[config.mk]
export PLATFORM = sky130hd
export DESIGN_NAME = mim_opnd_store
export DESIGN_NICKNAME = d
export VERILOG_FILES = /design/src/hw/rtl/mim_pkg.sv /design/src/hw/rtl/mim_opnd_store.sv
export SDC_FILE = /design/constraint.sdc
export NUM_CORES = 2
export LEC_CHECK = 0
export BUFFER_PORTS_ARGS = -buffer_cell sky130_fd_sc_hd__buf_2
export CAP_MARGIN = 20
export CELL_PAD_IN_SITES_DETAIL_PLACEMENT = 1
export CELL_PAD_IN_SITES_GLOBAL_PLACEMENT = 2
export CORE_MARGIN = 1.5
export CORE_UTILIZATION = 45
export DETAILED_ROUTE_END_ITERATION = 7
export PLACE_DENSITY_LB_ADDON = 0.2
export SLEW_MARGIN = 15
export SYNTH_ARGS = -nofsm -noshare
export SYNTH_HDL_FRONTEND = slang
export SYNTH_SLANG_ARGS = --single-unit
[constraint.sdc]
create_clock -name clk -period 5.33 [get_ports clk]
set_clock_uncertainty 0.2 [all_clocks]
set_input_delay 1.599 -clock clk [delete_from_list [all_inputs] [get_ports clk]]
set_output_delay 1.599 -clock clk [all_outputs]
set_load 0.005 [all_outputs]
[src/hw/rtl/mim_pkg.sv]
// Package: sizes, request and response words, state and control types for the multiplier.
package mim_pkg;

	localparam int MAX_WORDS  = 32;
	localparam int PROD_WORDS = 2 * MAX_WORDS;
	localparam int WORD_W     = 32;
	localparam int IDX_W      = 6;
	localparam int CFG_W      = 6;
	localparam int OA_W       = (MAX_WORDS > 1) ? $clog2(MAX_WORDS) : 1;
	localparam int PA_W       = $clog2(PROD_WORDS);
	localparam int LEN_W      = $clog2(MAX_WORDS + 1);

	localparam logic CFG_A_WORDS = 1'b0;
	localparam logic CFG_B_WORDS = 1'b1;

	typedef enum logic [1:0] {
		REQ_LOAD_A = 2'd0,
		REQ_LOAD_B = 2'd1,
		REQ_MUL    = 2'd2,
		REQ_READ   = 2'd3
	} req_type_t;

	typedef struct packed {
		req_type_t          req_type;
		logic [IDX_W-1:0]   word_index;
		logic [WORD_W-1:0]  word_value;
	} mim_req_t;

	typedef struct packed {
		logic [WORD_W-1:0]  result_word;
		logic               done_res;
	} mim_rsp_t;

	typedef enum logic [2:0] {
		ST_IDLE,
		ST_READ,
		ST_FETCH,
		ST_MULT,
		ST_ACC,
		ST_CARRY,
		ST_FIN
	} state_t;

	typedef struct packed {
		logic mul_en;
		logic acc_en;
		logic carry_clr;
	} mac_ctl_t;

	// operand length from its register, saturated to the store depth
	function automatic logic [LEN_W-1:0] eff_len(input logic [CFG_W-1:0] v);
		if (int'(v) > MAX_WORDS) begin
			return LEN_W'(MAX_WORDS);
		end
		return LEN_W'(v);
	endfunction

endpackage

[src/hw/rtl/mim_opnd_store.sv]
// Multiplicand and multiplier word memories, one write port, registered reads.
module mim_opnd_store
	import mim_pkg::*;
(
	input  logic              clk,
	input  logic              we_a,
	input  logic              we_b,
	input  logic [OA_W-1:0]   waddr,
	input  logic [WORD_W-1:0] wdata,
	input  logic [OA_W-1:0]   raddr_a,
	input  logic [OA_W-1:0]   raddr_b,
	output logic [WORD_W-1:0] rdata_a,
	output logic [WORD_W-1:0] rdata_b
);

	logic [WORD_W-1:0] mem_a [MAX_WORDS];
	logic [WORD_W-1:0] mem_b [MAX_WORDS];
	logic [WORD_W-1:0] rd_a_q;
	logic [WORD_W-1:0] rd_b_q;

	always_ff @(posedge clk) begin
		if (we_a) begin
			mem_a[waddr] <= wdata;
		end
		rd_a_q <= mem_a[raddr_a];
	end

	always_ff @(posedge clk) begin
		if (we_b) begin
			mem_b[waddr] <= wdata;
		end
		rd_b_q <= mem_b[raddr_b];
	end

	assign rdata_a = rd_a_q;
	assign rdata_b = rd_b_q;

endmodule

==> results_dict.tcl <==
set metrics [dict create \
    status "finished, final reports clean" \
    io_buffer_count 113 \
    synth-xor-area-share_pct 0 \
    hp-start "mem_b[24][21]" \
    r2r_setup_slack_ns 3.31 \
    muxShareOfSynthArea_pct 12.65 \
    die_w_um 427.3 \
    grt_pass1_vias 44160 \
    crit_chain "buf_2" \
    avgSynthCellArea_sq_um 17.92 \
    dp_cells 6916 \
    placementRows 155 \
    core_area_sq_um 178600 \
    worstSetupStartpointType "register" \
    drv_slew 0 \
    crit_slowest_cell "dfxtp_1" \
    die_y_um 427.3 \
    ys_seq_area_share_pct 77.51 \
    drv_cap 0 \
    layout_common_cells "edfxtp_1 (2,048), mux2i_1 (1,024), clkbuf_16 (217)" \
    min_path_type "reg -> reg" \
    max_freq_ghz 0.2859 \
    synth-compound-area-share_pct 4.844 \
    crit_path_max_incr_delay_ns 0.64 \
    synth_simple_gate_area_share_pct 3.022 \
    reg2reg_depth 5 \
    reg2reg_to "rdata_a[24]" \
    wirelength_um 217900 \
    grt_pass1_wl_um 313100 \
    ys_types 24 \
    fin_setup_tns_ns 0 \
    clock_path_buffers 3 \
    hold_path_depth 4 \
    period_needed_ns 3.497 \
    end_kind "output pin" \
    arrival_ns 1.70 \
    final_area_sq_um 92620 \
    cts_buffers 213 \
    cellPowerDensity_nw_per_um2 381.9 \
    hold_violations 0 \
    synth_area_sq_um 81000 \
    vdd_drop_max_mv 0.2787 \
    r2r_start "mem_a[2][24]" \
    post_drt_wl_per_cell_um 29.76 \
    dpl-instance-area_sq_um 85540 \
    path_depth 1 \
    die-area_sq_um 182600 \
    drt_iter0_markers 3411 \
    drc 0 \
    rsz0062_at_grt "false" \
    gp_congestion 0.7653 \
    crit_fanout 1 \
    nets 4829 \
    dr.pass1.iters 7 \
    drive_gt1_share_pct 13.97 \
    dp_hpwl_um 124500 \
    clk_latency_ns 0.85 \
    whs_ns 0.4084 \
    syn2layout_area_growth_pct 14.35 \
    fin_ws_ns 1.833 \
    dr_total_vias 42470 \
    synthArstFlopShare_pct 0 \
    grt_max_degree 99 \
    setup_violations 0 \
    htree_levels 4 \
    synth_edf_count 2048 \
    power_leakage_nw 32.21 \
    antenna_found_initial 14 \
    cts.sinks 2112 \
    critical_path_class "reg -> out" \
    grt_overflow 0 \
    path_delay_family "flip-flops" \
    fin_cells 7320 \
    ys_ff_latch 2112 \
    min_delay_worst_endpoint "rdata_b[21]" \
    cts_resized 0 \
    final_common_cell "edfxtp_1" \
    period_share_pct 65.61 \
    crit_start "rdata_a[17]" \
    fillCellCount 16160 \
    cts_tree "built" \
    synth_fp_nets 4569 \
    path_buf_inv 1 \
    synth_top_family_by_area "multiplexers" \
    relSlewSlack_pct 24.94 \
    drt-vias-per-instance 5.801 \
    yosys_warnings 0 \
    synth_cells 4519 \
    required_ns 3.53 \
    initial_core_util_pct 45.35 \
    grt.total_usage_pct 23.84 \
    clk_pin_slew_ns 0.06 \
    ant_nets 0 \
    synth_top_flop_cell "edfxtp_1" \
    cts-root-buf "clkbuf_16" \
    cts_setup_buffers 0 \
    synthAdderAreaFrac_pct 0 \
    dpl_worst_slack_ns 1.137 \
    max_slew.worst_pin.slew_ns 1.123 \
    hold_buffers 0 \
    io_pins 114 \
]
state kept, by name, indices dropped and copies added, names as in the netlist:
name / count
rdata_a: 32
mem_b: 1024
mem_a: 1024
rdata_b: 32
synth_stat cells, types with 13 or more instances:
cell | number | share of area [%]
a21oi_1 | 192 | 1.2
a22o_1 | 128 | 1.4
a22oi_1 | 192 | 1.8
a31oi_1 | 64 | 0.49
buf_1 | 13 | 0.060
buf_2 | 55 | 0.34
buf_4 | 50 | 0.46
buf_6 | 46 | 0.64
clkbuf_1 | 93 | 0.43
dfxtp_1 | 64 | 1.6
edfxtp_1 | 2048 | 76
mux2i_1 | 1024 | 13
nand2_1 | 197 | 0.91
nand3_1 | 195 | 1.2
nor2_1 | 67 | 0.31
nor3_1 | 64 | 0.40
worst reg2reg max path, cell delays in order (launching register included):
cell	delay, ns
edfxtp_1	0.34
mux2i_1	0.08
a22o_1	0.25
nor3_1	0.67
a31oi_1	0.22
nand3_1	0.18
power breakdown:
| part | leakage (nW) | internal, mW | total [mW] | switching [mW] |
|---|---|---|---|---|
| Combinational | 9.80 | 0.591 | 1.83 | 1.24 |
| Clock | 3.42 | 8.73 | 14.9 | 6.21 |
| Sequential | 19.0 | 18.5 | 18.6 | 0.135 |
| Total | 32.2 | 27.8 | 35.4 | 7.59 |
area by class of cell:
type	instances	area [sq um]	area share (%)
Tap cell	2355	2947	3.181
Clock buffer	311	6103	6.590
Timing Repair Buffer	306	2715	2.931
Clock inverter	84	895.9	0.9672
Multi-Input combinational cell	2146	17160	18.53
Sequential cell	2112	62780	67.78
Antenna cell	6	15.01	0.01621
cells by family (layout without fill, tap and decap cells):
family	count (synthesis)	after routing
compound gates	576	576
flops	2112	2112
buf+inv	261	701
mux	1024	1024
other cells	0	6
simple gates	546	546
layer usage:
metal,track usage (%),wire length (um)
met5,0,65
met4,7.541,5977
met2,38.55,104500
met3,3.643,10470
met1,33.24,96860
worst max path at each step:
stage                          endpoint  slack, ns
after floorplan             mem_a[5][0]       0.91
after global placement       rdata_a[9]       1.11
after detailed placement  mem_a[16][12]       1.14
after CTS                   rdata_a[19]       1.79
after global routing        rdata_a[17]       1.82
final                       rdata_a[17]       1.83
through the flow:
step | util (%) | power, mW
global placement | 47.88 | 20.76
global route | 51.85 | 36.32
finish | 51.85 | 35.37
CTS | 51.81 | 35.66
detailed placement | 47.89 | 20.80
floorplan | - | 19.84
Power figures use the tool's default switching activity.
