<file path="src/hw/rtl/mim_pkg.sv">
// Package: sizes, request and response words, state and control types for the multiplier.
package mim_pkg;

	localparam int MAX_WORDS  = 32;
	localparam int PROD_WORDS = 2 * MAX_WORDS;
	localparam int WORD_W     = 32;
	localparam int IDX_W      = 6;
	localparam int CFG_W      = 6;
	localparam int OA_W       = (MAX_WORDS > 1) ? $clog2(MAX_WORDS) : 1;
	localparam int PA_W       = $clog2(PROD_WORDS);
	localparam int LEN_W      = $clog2(MAX_WORDS + 1);

	localparam logic CFG_A_WORDS = 1'b0;
	localparam logic CFG_B_WORDS = 1'b1;

	typedef enum logic [1:0] {
		REQ_LOAD_A = 2'd0,
		REQ_LOAD_B = 2'd1,
		REQ_MUL    = 2'd2,
		REQ_READ   = 2'd3
	} req_type_t;

	typedef struct packed {
		req_type_t          req_type;
		logic [IDX_W-1:0]   word_index;
		logic [WORD_W-1:0]  word_value;
	} mim_req_t;

	typedef struct packed {
		logic [WORD_W-1:0]  result_word;
		logic               done_res;
	} mim_rsp_t;

	typedef enum logic [2:0] {
		ST_IDLE,
		ST_READ,
		ST_FETCH,
		ST_MULT,
		ST_ACC,
		ST_CARRY,
		ST_FIN
	} state_t;

	typedef struct packed {
		logic mul_en;
		logic acc_en;
		logic carry_clr;
	} mac_ctl_t;

	// operand length from its register, saturated to the store depth
	function automatic logic [LEN_W-1:0] eff_len(input logic [CFG_W-1:0] v);
		if (int'(v) > MAX_WORDS) begin
			return LEN_W'(MAX_WORDS);
		end
		return LEN_W'(v);
	endfunction

endpackage

</file>
<file path="src/hw/rtl/mim_mac.sv">
// Shared multiply-accumulate unit: 32x32 product register, then 64-bit add with carry word.
module mim_mac
	import mim_pkg::*;
(
	input  logic              clk,
	input  mac_ctl_t          ctl,
	input  logic [WORD_W-1:0] a_word,
	input  logic [WORD_W-1:0] b_word,
	input  logic [WORD_W-1:0] p_word,
	output logic [WORD_W-1:0] sum_lo,
	output logic [WORD_W-1:0] carry
);

	logic [2*WORD_W-1:0] prod_q;
	logic [WORD_W-1:0]   carry_q;
	logic [2*WORD_W-1:0] sum;

	// cannot overflow: (2^32-1)^2 + 2*(2^32-1) = 2^64-1
	assign sum = prod_q + {{WORD_W{1'b0}}, p_word} + {{WORD_W{1'b0}}, carry_q};

	always_ff @(posedge clk) begin
		if (ctl.mul_en) begin
			prod_q <= {{WORD_W{1'b0}}, a_word} * {{WORD_W{1'b0}}, b_word};
		end
		if (ctl.carry_clr) begin
			carry_q <= '0;
		end else if (ctl.acc_en) begin
			carry_q <= sum[2*WORD_W-1:WORD_W];
		end
	end

	assign sum_lo = sum[WORD_W-1:0];
	assign carry  = carry_q;

endmodule

</file>
<file path="config.mk">
export PLATFORM = sky130hd
export DESIGN_NAME = mim_mac
export DESIGN_NICKNAME = d
export VERILOG_FILES = /design/src/hw/rtl/mim_pkg.sv /design/src/hw/rtl/mim_mac.sv
export SDC_FILE = /design/constraint.sdc
export NUM_CORES = 2
export LEC_CHECK = 0
export BUFFER_PORTS_ARGS = -buffer_cell sky130_fd_sc_hd__buf_2
export CAP_MARGIN = 40
export CORE_MARGIN = 2
export CORE_UTILIZATION = 65
export DETAILED_ROUTE_END_ITERATION = 16
export PLACE_DENSITY = 0.83
export SETUP_SLACK_MARGIN = 0.1
export SYNTH_ARGS = -nofsm -noshare
export SYNTH_HDL_FRONTEND = slang
export SYNTH_SLANG_ARGS = --single-unit
</file>
<file path="constraint.sdc">
create_clock -name clk -period 23.4 [get_ports clk]
set_clock_uncertainty 0.2 [all_clocks]
set_input_delay 3.51 -clock clk [delete_from_list [all_inputs] [get_ports clk]]
set_output_delay 3.51 -clock clk [all_outputs]
set_load 0.01 [all_outputs]
</file>
==> results.py <==
metrics = {
    "critical_path": {
        "cp.arrival_ns": 11.28,
        "critical_path.most_common_cell": "fa_1",
        "cp_top_family": "adder cells",
        "worst-path-buf-inv": 3,
        "worstPathRequired_ns": 23.29,
        "crit_path_max_incr_delay_ns": 0.64,
        "critPathMaxFanout": 32,
        "cp-start-kind": "input pin",
        "worstPathCellList": "buf_2 > and2_1 > fa_1 > fa_1 > inv_1 > fa_1 > fa_1 > inv_1 > fa_1 > fa_1 > fa_1 > fa_1 > ha_1 > nand4_1 > nor3_1 > a21oi_1 > nand3_1 > a21oi_2 > o31ai_4 > a221oi_4 > or3_1 > o31ai_2 > xor2_1",
        "critPathKind": "in2reg",
        "slowest_stage": "buf_2",
        "endpoint_kind": "flip-flop",
    },
    "status": {
        "status": "completed",
    },
    "logic_synthesis": {
        "synth_warnings": 0,
        "ys_top_cells_by_area": "fa_1 47%, and2_1 10%, ha_1 9.3%",
        "synthFlopType": "edfxtp_1",
        "synth_cell_type_count": 73,
        "async_flop_share_pct": 0,
        "synth_area_leader_cell": "fa_1",
        "syn-num-nets": 5629,
        "ys_seq_area_share_pct": 6.441,
        "synth_edf_count": 64,
        "avgSynthCellArea_um2": 9.241,
        "synth_cells": 4305,
        "synth_area_um2": 39780,
        "ys_ff_latch": 96,
        "synth_top_area_share_pct": 46.75,
    },
    "sta": {
        "setup_viol": 0,
        "tightest_slew_ns": 0.9286,
        "min_period_over_period_pct": 48.68,
        "hold_viol_final": 0,
        "post-route-min-period_ns": 11.39,
        "setup_tns_ns": 0,
        "slew_headroom_pct": 38.09,
        "slew_violations": 0,
        "rsz0062_at_grt": "no",
        "max_freq_ghz": 0.08779,
    },
    "clock_network": {
        "cts_tree": "yes",
        "htreeDepth": 3,
        "cts_buffer_depth": 2,
        "cts_buffers": 9,
        "clock_sinks": 96,
        "post_cts_buffers": 0,
        "clk_pin_slew_ns": 0.07,
        "insertion_delay_ns": 0.35,
        "ctsRootBufferMaster": "clkbuf_16",
        "postCtsHoldBufs": 0,
        "ctsResizeCount": 0,
    },
    "grt": {
        "grt_remaining_overflow": 0,
        "grt_max_degree": 65,
        "antenna_found_initial": 3,
        "grt_pass1_wl_um": 171700,
        "grt_pass1_vias": 32280,
        "grt_usage_pct": 35.41,
    },
    "floorplanning": {
        "fp.dieW_um": 251.4,
        "io_pins": 164,
        "core.rowCount": 90,
        "die_area_um2": 63200,
        "die_h_um": 251.4,
        "start_util_pct": 65.79,
        "core_area_um2": 60470,
    },
    "final_layout": {
        "area_growth_pct": 2.368,
        "final_cell_mix": "935 x inv_1, 929 x fa_1, 633 x and2_1",
        "final_area_um2": 40720,
        "layout-drive-gt1-share_pct": 5.082,
        "layout.nets": 5530,
        "layout_commonest_cell": "inv_1",
    },
    "route": {
        "drt_first_iter_violations": 2654,
        "wl_per_cell_um": 21.45,
        "ant_nets": 0,
        "vias": 29980,
        "dr.pass1.iters": 6,
        "drc": 0,
        "wl_um": 107100,
        "viasPerCell": 6.002,
    },
    "hold_path": {
        "hold_path_class": "reg2reg",
    },
    "placed_design": {
        "place_area_um2": 40420,
        "gp_congestion": 0.9747,
        "port_buffers": 163,
        "hpwl_um": 83390,
    },
    "job": {
        "max-cap-violations": 0,
    },
}
==> kinds of logic (layout without fill, tap and decap cells) <==
group | Yosys count | count (layout) | synth area share (%)
adders and majority gates | 1224 | 1224 | 56.03
muxes | 3 | 3 | 0.07549
buffers and inverters | 1211 | 1117 | 11.83
other | 0 | 2 | 0
xor gates and xnor gates | 116 | 116 | 2.554
DFF | 96 | 96 | 6.441
AOI/OAI and AO/OA | 355 | 355 | 5.970
and+or+nand+nor | 1300 | 1300 | 17.10
==> area by class of cell <==
class	instances	area, um^2
Tap cell	782	978.4
Timing Repair Buffer	166	850.8
Fill cell	4674	19750
Antenna cell	2	5.005
Sequential cell	96	2562
Multi-Input combinational cell	2998	32510
Clock buffer	11	264.0
Inverter	935	3510
Clock inverter	5	38.79
==> through the flow <==
stage / util, % / instances / setup slack [ns] / hold WS [ns]
final: 67.34 / 4995 / 12.01 / 0.3389
after global routing: 67.34 / 4994 / 11.74 / 0.3835
after CTS: 67.34 / 4993 / 12.14 / 0.3416
after detailed placement: 66.83 / 4977 / 11.79 / 0.3308
after global placement: 66.80 / 4976 / 11.90 / 0.3063
after floorplan: - / 4305 / 12.81 / 0.3283
==> sequential cells by signal, summed over array words and instances (netlist names) <==
register,flops
carry,32
prod_q,64
==> cell usage after synthesis, drive strengths merged (6+ instances only) <==
cell type    n
nand4       44
nor2        80
o21bai      20
and3        15
nand2b       7
o21a         8
nor2b        7
or3          8
a211oi      35
nor3        13
a31oi       16
nand2      458
a21boi       6
a21oi      109
a21o        52
fa         929
inv        935
edfxtp      64
xnor2       72
xor2        44
dfxtp       32
o21ai       59
and2       633
clkbuf     219
nand3       23
o31ai        9
ha         295
buf         57
o211ai      11
==> routing by layer <==
| metal | part of all wire [%] | vias up | global-route usage (%) |
|---|---|---|---|
| met4 | 7.2 | 0 | 20.39 |
| met1 | 36 | 15170 | 44.04 |
| met5 | 0 | - | 0 |
| li1 | - | 12600 | - |
| met3 | 8.1 | 494 | 5.270 |
| met2 | 49 | 1718 | 59.43 |
==> final timing paths <==
path	start	endpoint	slack, ns	cells past startpoint
setup / recovery	a_word[17]	prod_q[62]	12.01	23
hold / removal	carry[30]	carry[30]	0.34	2
setup reg to reg	carry[0]	carry[27]	18.80	16
hold reg to reg	carry[30]	carry[30]	0.34	2
==> worst reg2reg max path, cell delays in order, from the launching register on <==
cell and delay (ns):
dfxtp_1 0.37, inv_1 0.10, fa_1 0.40, inv_1 0.08, ha_1 0.21, inv_1 0.09, fa_1 0.47, nor2b_1 0.14
o21ai_1 0.09, a21boi_1 0.24, o31ai_1 0.14, a21oi_2 0.36, a21oi_1 0.22, a31oi_2 0.70, nand4_1 0.28, xor2_1 0.20
a211oi_1 0.24
Power is left out: the tool's default activity adds up to more than one toggle a clock period on the data nets, which glitch-free logic cannot reach.
