==> src/hw/rtl/mim_pkg.sv <==
// Package: sizes, request and response words, state and control types for the multiplier.
package mim_pkg;

	localparam int MAX_WORDS  = 32;
	localparam int PROD_WORDS = 2 * MAX_WORDS;
	localparam int WORD_W     = 32;
	localparam int IDX_W      = 6;
	localparam int CFG_W      = 6;
	localparam int OA_W       = (MAX_WORDS > 1) ? $clog2(MAX_WORDS) : 1;
	localparam int PA_W       = $clog2(PROD_WORDS);
	localparam int LEN_W      = $clog2(MAX_WORDS + 1);

	localparam logic CFG_A_WORDS = 1'b0;
	localparam logic CFG_B_WORDS = 1'b1;

	typedef enum logic [1:0] {
		REQ_LOAD_A = 2'd0,
		REQ_LOAD_B = 2'd1,
		REQ_MUL    = 2'd2,
		REQ_READ   = 2'd3
	} req_type_t;

	typedef struct packed {
		req_type_t          req_type;
		logic [IDX_W-1:0]   word_index;
		logic [WORD_W-1:0]  word_value;
	} mim_req_t;

	typedef struct packed {
		logic [WORD_W-1:0]  result_word;
		logic               done_res;
	} mim_rsp_t;

	typedef enum logic [2:0] {
		ST_IDLE,
		ST_READ,
		ST_FETCH,
		ST_MULT,
		ST_ACC,
		ST_CARRY,
		ST_FIN
	} state_t;

	typedef struct packed {
		logic mul_en;
		logic acc_en;
		logic carry_clr;
	} mac_ctl_t;

	// operand length from its register, saturated to the store depth
	function automatic logic [LEN_W-1:0] eff_len(input logic [CFG_W-1:0] v);
		if (int'(v) > MAX_WORDS) begin
			return LEN_W'(MAX_WORDS);
		end
		return LEN_W'(v);
	endfunction

endpackage

==> src/hw/rtl/mim_prod_store.sv <==
// Product word memory with per-word valid bits; an invalid word reads as zero.
module mim_prod_store
	import mim_pkg::*;
(
	input  logic              clk,
	input  logic              arst_n,
	input  logic              clr,
	input  logic              we,
	input  logic [PA_W-1:0]   waddr,
	input  logic [WORD_W-1:0] wdata,
	input  logic              re,
	input  logic [PA_W-1:0]   raddr,
	output logic [WORD_W-1:0] rdata
);

	logic [WORD_W-1:0]     mem [PROD_WORDS];
	logic [PROD_WORDS-1:0] valid_q;
	logic [WORD_W-1:0]     data_q;
	logic                  vld_rd_q;

	always_ff @(posedge clk or negedge arst_n) begin
		if (!arst_n) begin
			valid_q  <= '0;
			vld_rd_q <= 1'b0;
		end else begin
			if (clr) begin
				valid_q <= '0;
			end else if (we) begin
				valid_q[waddr] <= 1'b1;
			end
			if (re) begin
				vld_rd_q <= valid_q[raddr];
			end
		end
	end

	always_ff @(posedge clk) begin
		if (we) begin
			mem[waddr] <= wdata;
		end
		if (re) begin
			data_q <= mem[raddr];
		end
	end

	assign rdata = vld_rd_q ? data_q : '0;

endmodule

==> config.mk <==
export PLATFORM = sky130hd
export DESIGN_NAME = mim_prod_store
export DESIGN_NICKNAME = d
export VERILOG_FILES = /design/src/hw/rtl/mim_pkg.sv /design/src/hw/rtl/mim_prod_store.sv
export SDC_FILE = /design/constraint.sdc
export NUM_CORES = 2
export LEC_CHECK = 0
export ABC_CLOCK_PERIOD_IN_PS = 3000
export BUFFER_PORTS_ARGS = -buffer_cell sky130_fd_sc_hd__buf_2
export CAP_MARGIN = 25
export CORE_AREA = 3 3 471 707
export DETAILED_ROUTE_END_ITERATION = 16
export DIE_AREA = 0 0 474 710
export GPL_TIMING_DRIVEN = 1
export PLACE_DENSITY = 0.4
export SLEW_MARGIN = 40
export SYNTH_ARGS = -nofsm -noshare
export SYNTH_HDL_FRONTEND = slang
export SYNTH_SLANG_ARGS = --single-unit
==> constraint.sdc <==
create_clock -name clk -period 3 [get_ports clk]
set_input_delay 0.6 -clock clk [delete_from_list [all_inputs] [get_ports clk]]
set_output_delay 0.6 -clock clk [all_outputs]
set_load 0.01 [all_outputs]
==> metrics.md <==
| Metric | Value |
|---|---|
| H-tree levels | 4 |
| Syn nets | 3,460 |
| Core area | 327,000 um2 |
| Synth Register Bits | 2,145 |
| Via density | 4.62 |
| Routed vias | 38,734 |
| Most frequent cells in the layout | 2,080 x edfxtp_1, 641 x mux4_2, 257 x buf_4, 210 x clkbuf_16, 173 x buf_12 |
| Critical path fanouts, max | 16 |
| GPL Wtd Cong | 0.760 |
| Max stage delay on crit path | 0.69 ns |
| Reg2reg setup slack | around 0.56 ns |
| Register area share after synthesis | 0.784 |
| CTS sink count | 2,145 |
| Fin crit period | 2.90 ns |
| Vias in the first global route | 41,869 |
| Crit Path Class | flip-flop to output pin |
| CP Capture Type | output pin |
| Post-Place Cells | between 8,000 and 9,000 |
| Post-DP HPWL | 170 mm |
| Largest net degree at the start of global routing | between 60 and 70 |
| Layout area overhead | 21.2% |
| P_leak | 30.9 nW |
| GRT Util Overall | 0.161 |
| Worst min-delay path class | primary input to flip-flop |
| Final setup vio count | 0 |
| Top-area cell type share of the netlist area | 0.764 |
| Die Width | 474 um |
| Final cell count without fillers | approximately 8,400 |
| Outcome | finished, final reports clean |
| Worst VDD drop | 0.489 mV |
| DR pass1 iterations | 5 |
| Synth top area cells | edfxtp_1 76%, mux4_2 18%, dfrtp_1 2.0%, nor2_1 0.89%, a22oi_1 0.46% |
| ANT nets after route | 0 |
| CTS tree | done |
| Placed Area | 92,600 um2 |
| Slowest CP cell | dfrtp_4 |
| Final Total Pwr | 62.4 mW |
| Number of CTS-inserted buffers | 206 |
| Die area | 337,000 um2 |
| Slew HR | 0.434 |
| Row Count | 257 |
| Final core occ | 0.303 |
| Multi-input gate area | about 17,000 um2 |
| I/O pin total | 81 |
| Worst Tran Pin Value | 0.849 ns |
| Leading cell type in the layout, fill and taps excluded | edfxtp_1 |
| Worst-Skew Late Latency | 0.88 ns |
| Final cycle utilization of the critical path | 0.967 |
| Reg clk slew, reported paths | 0.06 ns |
| PortBufs | 80 |
| Fillers | around 32,000 |
| CP required | 2.40 ns |
| Register Area | 64,100 um2 |
| WL final | roughly 270 mm |
| Largest buffer count on any clock path | 4 |
| Drt wl/cell | 32.4 um |
| Total grt overflow | 0 |
| First-pass GRT wire length | 370 mm |
| Crit start category | flip-flop |
| Initial antenna violation count | 26 |
| CP Cell Sequence | and2_1 -> buf_2 |
| PwrDens | 630 nW/um2 |
| Area leader, netlist | edfxtp_1 |
| Clock root cell | clkbuf_16 |
| Design area | approximately 99,000 um2 |
| DRC violations left | 0 |
| Setup repair after global routing missed its margin | false |
| Mapped Area | about 82,000 um2 |
| Yosys warnings | 0 |
| Avg Inst Size Synth | 24.0 um2 |
| Worst Skew | 0.0471 ns |
| Final Hold Fails | 0 |
| Share of cells above drive strength 1 | 0.369 |
| Cells after synthesis | 3,411 |
| Arrival time at the worst endpoint | 2.30 ns |
| Die height | 710 um |
| Fin nets | approximately 4,000 |
| Initial Util | 0.250 |
| Drt initial violations | 3,448 |
| Achievable clock frequency | 345 MHz |
| Max-cap violations | 0 |
| Number of unique standard cell types used by synthesis | 33 |
| Max-slew violation count | 0 |
path summary, 6_finish.rpt:
check,start,to,cells past startpoint
max,vld_rd_q$_DFFE_PN0P_,rdata[19],2
min,wdata[19],mem[54][19]$_DFFE_PP_,1
max reg2reg,mem[15][6]$_DFFE_PP_,data_q[6]$_DFFE_PP_,4
min reg2reg,valid_q[30]$_DFFE_PN0P_,valid_q[30]$_DFFE_PN0P_,2
max in group asynchronous,arst_n,valid_q[49]$_DFFE_PN0P_,3
min in group asynchronous,arst_n,valid_q[25]$_DFFE_PN0P_,2
report_power, final:
group          internal, mW  switching (mW)  leakage (nW)  total, mW
Sequential             33.1           0.135          19.6       33.2
Combinational          1.53            2.12          8.16       3.64
Clock                  14.0            11.5          3.13       25.5
cells by family after synthesis:
group | after synthesis | synth area share
AO/OA/AOI/OAI | 94 | 0.00821
buffers and inverters | 184 | 0.0107
flip-flops | 2145 | 0.784
multiplexers | 670 | 0.180
AND/OR/NAND/NOR | 318 | 0.0168
timing repair:
| item | in CTS | in global routing |
|---|---|---|
| hold endpoints to repair | 26 | 0 |
| setup buffers | 0 | 0 |
| hold buffers | 2 | 0 |
| setup endpoints to repair | 26 | 0 |
| resized for setup | 4 | 0 |
metal layers:
layer / routed length (um) / vias to the layer above / GRT usage
met5: 86 / - / 0
met3: 8890 / 301 / 0.0185
met1: 106000 / 21898 / 0.192
li1: - / 15655 / -
met2: 150000 / 868 / 0.304
met4: 7050 / 12 / 0.0396
sequential cells by signal, indices dropped and copies added, names as in the netlist:
name / count
data_q: 32
mem: 2048
valid_q: 64
vld_rd_q: 1
critical path, delay by kind of cell (launching register included):
kind                   cells  cell delay, ns
AND/OR/NAND/NOR            1            0.46
flip-flops                 1            0.69
buffers and inverters      1            0.22
through the flow:
step | hold slack, ns | TNS (ns) | setup slack, ns
detailed placement | 0.481 | -7.87 | -0.658
CTS | 0.0586 | 0 | 0.00314
finish | 0.130 | 0 | 0.0995
floorplan | 0.304 | -131.15 | -0.990
global route | 0.0709 | 0 | 0.0322
global placement | 0.473 | -10.03 | -1.05
cells in the mapped netlist:
master and number:
edfxtp_1 2080, nor2_1 193, buf_2 66, a31oi_1 6, inv_1 2, buf_4 14
a41o_1 1, a211o_1 3, nor2b_1 11, or3_1 1, and2_1 37, or2_2 1
clkbuf_1 82, nor3_1 7, a21oi_1 13, mux4_2 641, a22oi_1 50, dfrtp_1 65
o22ai_1 5, a311oi_1 2, buf_6 6, o21ba_2 1, a211oi_1 13, mux2i_1 24
buf_1 14, nand3_1 11, nand4_1 1, nand3b_1 2, nand2b_1 5, or3b_2 1
mux2_2 5, nor4_1 1, nand2_1 47
cell type report:
cell class / instances / share of cell area
Clock buffer: 255 / 0.0552
Multi-Input combinational cell: 1082 / 0.175
Tap cell: 4273 / 0.0540
Timing Repair Buffer: 514 / 0.0601
Clock inverter: 114 / 0.00897
Inverter: 2 / 0.0000758
Sequential cell: 2145 / 0.647
Antenna cell: 5 / 0.000126
No activity file was read; power rests on OpenSTA's default activity.
